<file path="config.mk">
export PLATFORM = sky130hd
export DESIGN_NAME = memory_byte_pattern_search_unit
export DESIGN_NICKNAME = d
export VERILOG_FILES = /design/src/sv/mbps_pkg.sv /design/src/sv/mbps_match.sv /design/src/sv/memory_byte_pattern_search_unit.sv
export VERILOG_INCLUDE_DIRS = /design/src /design/src/sv
export SDC_FILE = /design/constraint.sdc
export NUM_CORES = 1
export LEC_CHECK = 0
export BUFFER_PORTS_ARGS = -buffer_cell sky130_fd_sc_hd__buf_2
export CAP_MARGIN = 20
export CORE_ASPECT_RATIO = 1.1
export CORE_MARGIN = 2
export CORE_UTILIZATION = 30
export CTS_BUF_LIST = sky130_fd_sc_hd__clkbuf_4 sky130_fd_sc_hd__clkbuf_8
export DETAILED_ROUTE_END_ITERATION = 12
export PLACE_DENSITY_LB_ADDON = 0.15
export SETUP_SLACK_MARGIN = 0.15
export SYNTH_ARGS = -nofsm -noshare
export SYNTH_HDL_FRONTEND = slang
export SYNTH_SLANG_ARGS = --single-unit
</file>
<file path="constraint.sdc">
create_clock -name aclk -period 7.3 [get_ports aclk]
set_clock_uncertainty 0.2 [all_clocks]
set_input_delay 1.095 -clock aclk [delete_from_list [all_inputs] [get_ports aclk]]
set_output_delay 1.095 -clock aclk [all_outputs]
set_load 0.05 [all_outputs]
</file>
<file path="src/sv/memory_byte_pattern_search_unit_defines.svh">
// Assertion macros shared by the pattern search RTL.
`ifndef MEMORY_BYTE_PATTERN_SEARCH_UNIT_DEFINES_SVH
`define MEMORY_BYTE_PATTERN_SEARCH_UNIT_DEFINES_SVH

// Same-cycle implication, disabled while reset is asserted.
`define MBPS_ASSERT_NOW(label, clk, rstn, ante, cons) \
    label: assert property (@(posedge clk) disable iff (!(rstn)) (ante) |-> (cons)) \
        else $error("pattern search assertion failed");

// Next-cycle implication, disabled while reset is asserted.
`define MBPS_ASSERT_NEXT(label, clk, rstn, ante, cons) \
    label: assert property (@(posedge clk) disable iff (!(rstn)) (ante) |=> (cons)) \
        else $error("pattern search assertion failed");

`endif

</file>
<file path="src/sv/mbps_pkg.sv">
// Shared types and constants of the memory byte pattern search unit.
`default_nettype none

package mbps_pkg;

    localparam int MAX_PATTERN  = 16;
    localparam int MEMORY_BANKS = 128;

    localparam int BANK_BYTES = 8192;
    localparam int ADDR_W     = 20;
    localparam int ADDR_SPACE = 1 << ADDR_W;
    localparam int BANK_SPAN  = MEMORY_BANKS * BANK_BYTES;
    localparam int MEM_SIZE   = (BANK_SPAN > ADDR_SPACE) ? ADDR_SPACE : BANK_SPAN;

    localparam int PAT_BYTES = 16;
    localparam int LEN_W     = 5;
    localparam int WIN_SLOTS = (MAX_PATTERN > 1) ? MAX_PATTERN - 1 : 1;
    localparam int SEEN_W    = $clog2(MAX_PATTERN + 1);
    localparam int HAVE_W    = SEEN_W + 1;
    localparam int CFG_IDX_W = 3;
    localparam int CFG_DATA_W = 64;

    typedef enum logic [CFG_IDX_W-1:0] {
        CFG_PATTERN_LOW    = 3'd0,
        CFG_PATTERN_HIGH   = 3'd1,
        CFG_PATTERN_LENGTH = 3'd2,
        CFG_START_ADDRESS  = 3'd3,
        CFG_RESUME_SEARCH  = 3'd4
    } cfg_index_t;

    typedef enum logic {
        CMD_BEGIN = 1'b0,
        CMD_BYTE  = 1'b1
    } command_t;

    typedef logic [PAT_BYTES-1:0][7:0] pattern_t;
    typedef logic [WIN_SLOTS-1:0][7:0] window_t;

    // Control handed to the comparator for one incoming byte.
    typedef struct packed {
        pattern_t         pattern;
        logic [LEN_W-1:0] used_len;
        logic             enough;
    } match_ctrl_t;

endpackage

`default_nettype wire

</file>
<file path="src/sv/mbps_match.sv">
// Parallel comparison of the byte window against the active pattern.
`default_nettype none

module mbps_match
    import mbps_pkg::*;
(
    input  wire logic        [7:0] cur_byte,
    input  wire window_t           window,
    input  wire match_ctrl_t       ctrl,
    output logic                   hit
);

    logic [MAX_PATTERN-1:0][7:0] recent;
    logic [MAX_PATTERN-1:0]      pos_ok;
    logic [LEN_W-1:0]            pat_idx [MAX_PATTERN];

    // Newest byte first: position k holds the byte k places back.
    always_comb begin
        recent[0] = cur_byte;
        for (int k = 1; k < MAX_PATTERN; k++) begin
            recent[k] = window[k-1];
        end
    end

    // Position k must equal pattern byte len-1-k; unused positions pass.
    always_comb begin
        for (int k = 0; k < MAX_PATTERN; k++) begin
            pat_idx[k] = ctrl.used_len - LEN_W'(k) - LEN_W'(1);
            if (LEN_W'(k) < ctrl.used_len) begin
                pos_ok[k] = (recent[k] == ctrl.pattern[pat_idx[k][3:0]]);
            end else begin
                pos_ok[k] = 1'b1;
            end
        end
    end

    assign hit = ctrl.enough && (&pos_ok);

endmodule

`default_nettype wire

</file>
<file path="src/sv/memory_byte_pattern_search_unit.sv">
// Top level of the memory byte pattern search unit.
// A result word appears on the master side in the cycle after the input word that causes it.
// Throughput: one input word per cycle; the comparator over the byte window is a single pass.
// Only a stalled result holds off the slave side, and only while it waits.
// Reset (aresetn low, synchronous) clears the registers, window, address, search state and result.
`default_nettype none
`include "memory_byte_pattern_search_unit_defines.svh"

module memory_byte_pattern_search_unit
    import mbps_pkg::*;
(
    input  wire logic                  aclk,
    input  wire logic                  aresetn,

    // Configuration write channel.
    input  wire logic                  cfg_valid,
    output logic                       cfg_ready,
    input  wire logic [CFG_IDX_W-1:0]  cfg_index,
    input  wire logic [CFG_DATA_W-1:0] cfg_data,

    // Input words.
    input  wire logic                  s_tvalid,
    output logic                       s_tready,
    input  wire logic [7:0]            s_tdata,   // [7:0] data_byte
    input  wire logic                  s_tuser,   // [0] command

    // Result words.
    output logic                       m_tvalid,
    input  wire logic                  m_tready,
    output logic [23:0]                m_tdata,   // [19:0] location, [23:20] zero
    output logic                       m_tuser    // [0] found
);

    // ------------------------------------------------------------------
    // Configuration registers. The port never pushes back; writes must arrive
    // only while the block is quiet, a rule on the user that the block does not enforce.
    // ------------------------------------------------------------------
    pattern_t           pattern_reg;
    logic [LEN_W-1:0]   pattern_length_reg;
    logic [ADDR_W-1:0]  start_address_reg;
    logic               resume_search_reg;

    assign cfg_ready = 1'b1;

    always_ff @(posedge aclk) begin
        if (!aresetn) begin
            pattern_reg        <= '0;
            pattern_length_reg <= '0;
            start_address_reg  <= '0;
            resume_search_reg  <= 1'b0;
        end else if (cfg_valid) begin
            unique case (cfg_index)
                CFG_PATTERN_LOW:    pattern_reg[7:0]  <= cfg_data;
                CFG_PATTERN_HIGH:   pattern_reg[15:8] <= cfg_data;
                CFG_PATTERN_LENGTH: pattern_length_reg <= cfg_data[LEN_W-1:0];
                CFG_START_ADDRESS:  start_address_reg  <= cfg_data[ADDR_W-1:0];
                CFG_RESUME_SEARCH:  resume_search_reg  <= cfg_data[0];
                default: ;
            endcase
        end
    end

    // ------------------------------------------------------------------
    // Search state. The window holds the most recent bytes, newest in
    // slot zero; the byte being taken is compared alongside it.
    // ------------------------------------------------------------------
    window_t            window_reg,        window_next;
    logic [ADDR_W-1:0]  next_address_reg,  next_address_next;
    logic [SEEN_W-1:0]  bytes_seen_reg,    bytes_seen_next;
    logic               active_reg,        active_next;

    // Result register, which parts the two sides of the block.
    logic               m_valid_reg,       m_valid_next;
    logic               found_reg,         found_next;
    logic [ADDR_W-1:0]  location_reg,      location_next;

    logic               s_hs;
    logic [ADDR_W:0]    first_addr;
    logic [ADDR_W:0]    following_addr;
    logic [LEN_W-1:0]   used_len;
    logic [HAVE_W-1:0]  have;
    match_ctrl_t        match_ctrl;
    logic               hit;

    // A new word is taken whenever the result slot is empty or emptying.
    assign s_tready = !m_valid_reg || m_tready;
    assign s_hs     = s_tvalid && s_tready;

    // Lengths above the window reach saturate at the largest pattern.
    assign used_len = (pattern_length_reg > LEN_W'(MAX_PATTERN))
                      ? LEN_W'(MAX_PATTERN) : pattern_length_reg;
    assign have     = HAVE_W'(bytes_seen_reg) + HAVE_W'(1);

    assign first_addr     = {1'b0, start_address_reg} + (ADDR_W+1)'(resume_search_reg);
    assign following_addr = {1'b0, next_address_reg} + (ADDR_W+1)'(1);

    assign match_ctrl.pattern  = pattern_reg;
    assign match_ctrl.used_len = used_len;
    assign match_ctrl.enough   = (used_len != '0) && (have >= HAVE_W'(used_len));

    mbps_match u_match (
        .cur_byte (s_tdata),
        .window   (window_reg),
        .ctrl     (match_ctrl),
        .hit      (hit)
    );

    always_comb begin
        window_next       = window_reg;
        next_address_next = next_address_reg;
        bytes_seen_next   = bytes_seen_reg;
        active_next       = active_reg;
        m_valid_next      = m_valid_reg && !m_tready;
        found_next        = found_reg;
        location_next     = location_reg;

        if (s_hs) begin
            unique case (command_t'(s_tuser))
                CMD_BEGIN: begin
                    // A begin always restarts with an empty window.
                    window_next     = '0;
                    bytes_seen_next = '0;
                    if ((pattern_length_reg == '0) ||
                        (first_addr >= (ADDR_W+1)'(MEM_SIZE))) begin
                        active_next   = 1'b0;
                        m_valid_next  = 1'b1;
                        found_next    = 1'b0;
                        location_next = '0;
                    end else begin
                        active_next       = 1'b1;
                        next_address_next = first_addr[ADDR_W-1:0];
                    end
                end
                CMD_BYTE: begin
                    // Bytes that arrive while no search runs are dropped.
                    if (active_reg) begin
                        window_next[0] = s_tdata;
                        for (int j = 1; j < WIN_SLOTS; j++) begin
                            window_next[j] = window_reg[j-1];
                        end
                        bytes_seen_next = (have > HAVE_W'(MAX_PATTERN))
                                          ? SEEN_W'(MAX_PATTERN) : have[SEEN_W-1:0];
                        if (hit) begin
                            // The match began len-1 bytes before this one.
                            active_next   = 1'b0;
                            m_valid_next  = 1'b1;
                            found_next    = 1'b1;
                            location_next = next_address_reg - ADDR_W'(used_len)
                                            + ADDR_W'(1);
                        end else if (following_addr >= (ADDR_W+1)'(MEM_SIZE)) begin
                            // The top byte of memory completed no match.
                            active_next   = 1'b0;
                            m_valid_next  = 1'b1;
                            found_next    = 1'b0;
                            location_next = '0;
                        end else begin
                            next_address_next = following_addr[ADDR_W-1:0];
                        end
                    end
                end
                default: ;
            endcase
        end
    end

    // The result payload resets with the rest, so the master side shows a
    // not-found word with a zero location until the first result arrives.
    always_ff @(posedge aclk) begin
        if (!aresetn) begin
            window_reg       <= '0;
            next_address_reg <= '0;
            bytes_seen_reg   <= '0;
            active_reg       <= 1'b0;
            m_valid_reg      <= 1'b0;
            found_reg        <= 1'b0;
            location_reg     <= '0;
        end else begin
            window_reg       <= window_next;
            next_address_reg <= next_address_next;
            bytes_seen_reg   <= bytes_seen_next;
            active_reg       <= active_next;
            m_valid_reg      <= m_valid_next;
            found_reg        <= found_next;
            location_reg     <= location_next;
        end
    end

    assign m_tvalid = m_valid_reg;
    assign m_tuser  = found_reg;
    assign m_tdata  = {4'b0000, location_reg};

    // ------------------------------------------------------------------
    // Assertions.
    // ------------------------------------------------------------------
    // A not-found result always carries a zero location.
    `MBPS_ASSERT_NOW(a_notfound_zero, aclk, aresetn, m_valid_reg && !found_reg,
                     location_reg == '0)
    // Every result ends the search that produced it.
    `MBPS_ASSERT_NOW(a_result_idle, aclk, aresetn, m_valid_reg, !active_reg)
    // No result appears unless a word was taken.
    `MBPS_ASSERT_NEXT(a_no_phantom, aclk, aresetn, !s_hs && (m_tready || !m_valid_reg),
                      !m_valid_reg)
    // The fill count never passes the longest pattern.
    `MBPS_ASSERT_NOW(a_seen_bound, aclk, aresetn, 1'b1,
                     bytes_seen_reg <= SEEN_W'(MAX_PATTERN))

endmodule

`default_nettype wire
</file>
==> qor.csv <==
metric;value;unit
rsz0062_at_grt;false;
numClockSinks;322;
fin_tns_setup;0;ns
largest_register_ffs;128;
dr_total_vias;24633;
first_iter_violations;2231;
fin_crit_sh;85.0;%
yosysSeqAreaShare;26.7;%
grt.total_usage;26.5;%
wl_per_cell;26.7;um
wl;112;mm
dieArea;82600;um2
cp_data_required_time;7.74;ns
place_area;25800;um2
die_width;274;um
finalSetupViolCount;0;
crit_type;flip-flop to flip-flop;
clk_pin_slew;0.06;ns
r2r_start;pattern_length_reg[4];
cp-endpoint;location_reg[4];
io_buffers;103;
slew_violations;0;
reg2regPathDepth;15;
synth-seq-cells;322;
syn2layout_area_growth;12.6;%
cp-end-kind;flip-flop;
finish.utilization;34.0;%
overflow;0;
cts_buffers;58;
holdPathStages;2;
grt_pass1_vias;23181;
reg2reg_to;location_reg[4];
finalHoldViolations;0;
die_h;301;um
place_congestion;0.958;
cts_root_buf;clkbuf_8;
ys_warn_count;0;
syn_area_per_cell;7.82;um2
worst_pin_slew;1.17;ns
setup.worst_path.start;pattern_length_reg[4];
grt_pass1_wl;161;mm
synth.top_cell.area_share;26.7;%
layout_commonest_cell;nand2_1;
cts_htree_levels;2;
ff2ff_setup_slack;1.09;ns
cts_resized;0;
yosysTopAreaCell;dfxtp_1;
max-cap-violations;0;
drive_gt1_share;13.2;%
max_freq;0.161;GHz
ctsLongestPathBuffers;3;
synth-edff-count;0;
status;finished clean;
fin_crit;6.21;ns
vias_per_cell;5.85;
grt_max_degree;177;
ys_top_cells_by_area;dfxtp_1, mux2i_1, nand2_1;
design_area;27100;um2
cp.arrival;6.64;ns
mostFrequentLayoutCells;nand2_1, a21oi_1, dfxtp_1;
first_pass_iters;6;
pin_count;109;
slew_headroom;21.6;%
cp_max_fo;16;
cp-start-kind;flip-flop;
syn_area;24100;um2
synth.distinct_cells;90;
drtAntennaViolNets;0;
drc;0;
powerDensity;168;nW/um2
core_area;79900;um2
synth-async-reset-ratio;0;%
antenna_found_initial;7;
clock_latency;0.74;ns
nets;3245;
p_leak;9.77;nW
cts_tree;built;
totalPowerFinal;4.57;mW
initial_core_util;30.2;%
cts_setup_buffers;0;
rows;109;
dp_hpwl;84.5;mm
synthFlopType;dfxtp_1;
hold_buffers;0;
ir_drop;0.000161;V
netlist_instances;3083;
hp-class;flip-flop to flip-flop;
power breakdown:
part	total (mW)	internal [mW]	leakage, nW	switching (mW)
combinational	0.771	0.261	6.45	0.510
sequential	1.83	1.78	2.60	0.0471
clock	1.97	1.12	0.712	0.853
metrics by stage:
step                hold WS [ns]  setup slack, ns  cells
floorplan                  0.232             1.98   3086
global placement           0.240             1.44   4098
detailed placement         0.245             1.36   4099
CTS                        0.255             1.34   4208
global route               0.274            0.880   4210
finish                     0.252             1.09   4211
synth_stat cells (all sizes together) (15+ instances only):
library cell and n:
o21ai 82, mux4 52, dfxtp 322, nor2b 20
a22oi 72, nand2 538, nor4 37, o2111ai 27
and3 39, clkbuf 165, nor2 130, nor3b 30
xnor2 53, a21o 15, mux2i 276, nand3 177
mux2 18, a211oi 32, a211o 17, ha 57
buf 83, a31oi 20, xor2 66, o21a 27
nor3 51, a21oi 366, and4 20, nand4 32
a32o 18, a2111oi 17, inv 50
worst max-delay path: stages, from the launching register on:
cell and delay [ns]:
dfxtp_2 0.34, nand2b_1 0.26, clkinv_1 0.45, ha_1 0.41, a21oi_1 0.45, mux2i_1 0.28
nor2_1 0.77, a22oi_1 0.24, and3_1 0.25, nor4_1 0.53, nand4_1 0.28, a22oi_1 0.27
and4_1 0.46, nand3_2 0.12, a21o_1 0.43, a32o_1 0.37
cell type report:
type | instances | area [um2]
flip-flops and latches | 322 | 6450
inverters | 51 | 201
diodes | 2 | 5.00
repair buffers | 208 | 1380
clock buffers | 91 | 1150
clock inverters | 18 | 189
multi-input cells | 2465 | 16400
fillers | 8552 | 52800
well taps | 1054 | 1320
cells by family after synthesis:
| group | count (synthesis) | synth area share (%) |
|---|---|---|
| adder cells (fa/ha/maj) | 58 | 3.04 |
| buffers and inverters | 299 | 5.26 |
| flip-flops | 322 | 26.7 |
| AND/OR/NAND/NOR | 1137 | 22.1 |
| other | 2 | 0.0312 |
| XOR/XNOR | 119 | 4.43 |
| AO/OA/AOI/OAI | 800 | 21.2 |
| multiplexers | 346 | 17.2 |
layer usage:
| metal | up-vias | track usage, % | wire length, um |
|---|---|---|---|
| li1 | 11393 | - | - |
| met3 | 270 | 4.15 | 6030 |
| met5 | - | 0 | 0 |
| met4 | 0 | 14.8 | 7180 |
| met2 | 885 | 44.4 | 53000 |
| met1 | 12085 | 32.4 | 46000 |
how the worst min path moves through the flow:
stage                       endpoint  slack (ns)        startpoint
global placement    location_reg[15]        0.24  location_reg[15]
global route        location_reg[15]        0.27  location_reg[15]
CTS                 location_reg[15]        0.26  location_reg[15]
finish              location_reg[15]        0.25  location_reg[15]
floorplan            window_reg[112]        0.23   window_reg[112]
detailed placement  location_reg[15]        0.25  location_reg[15]
Power figures use the tool's default switching activity.
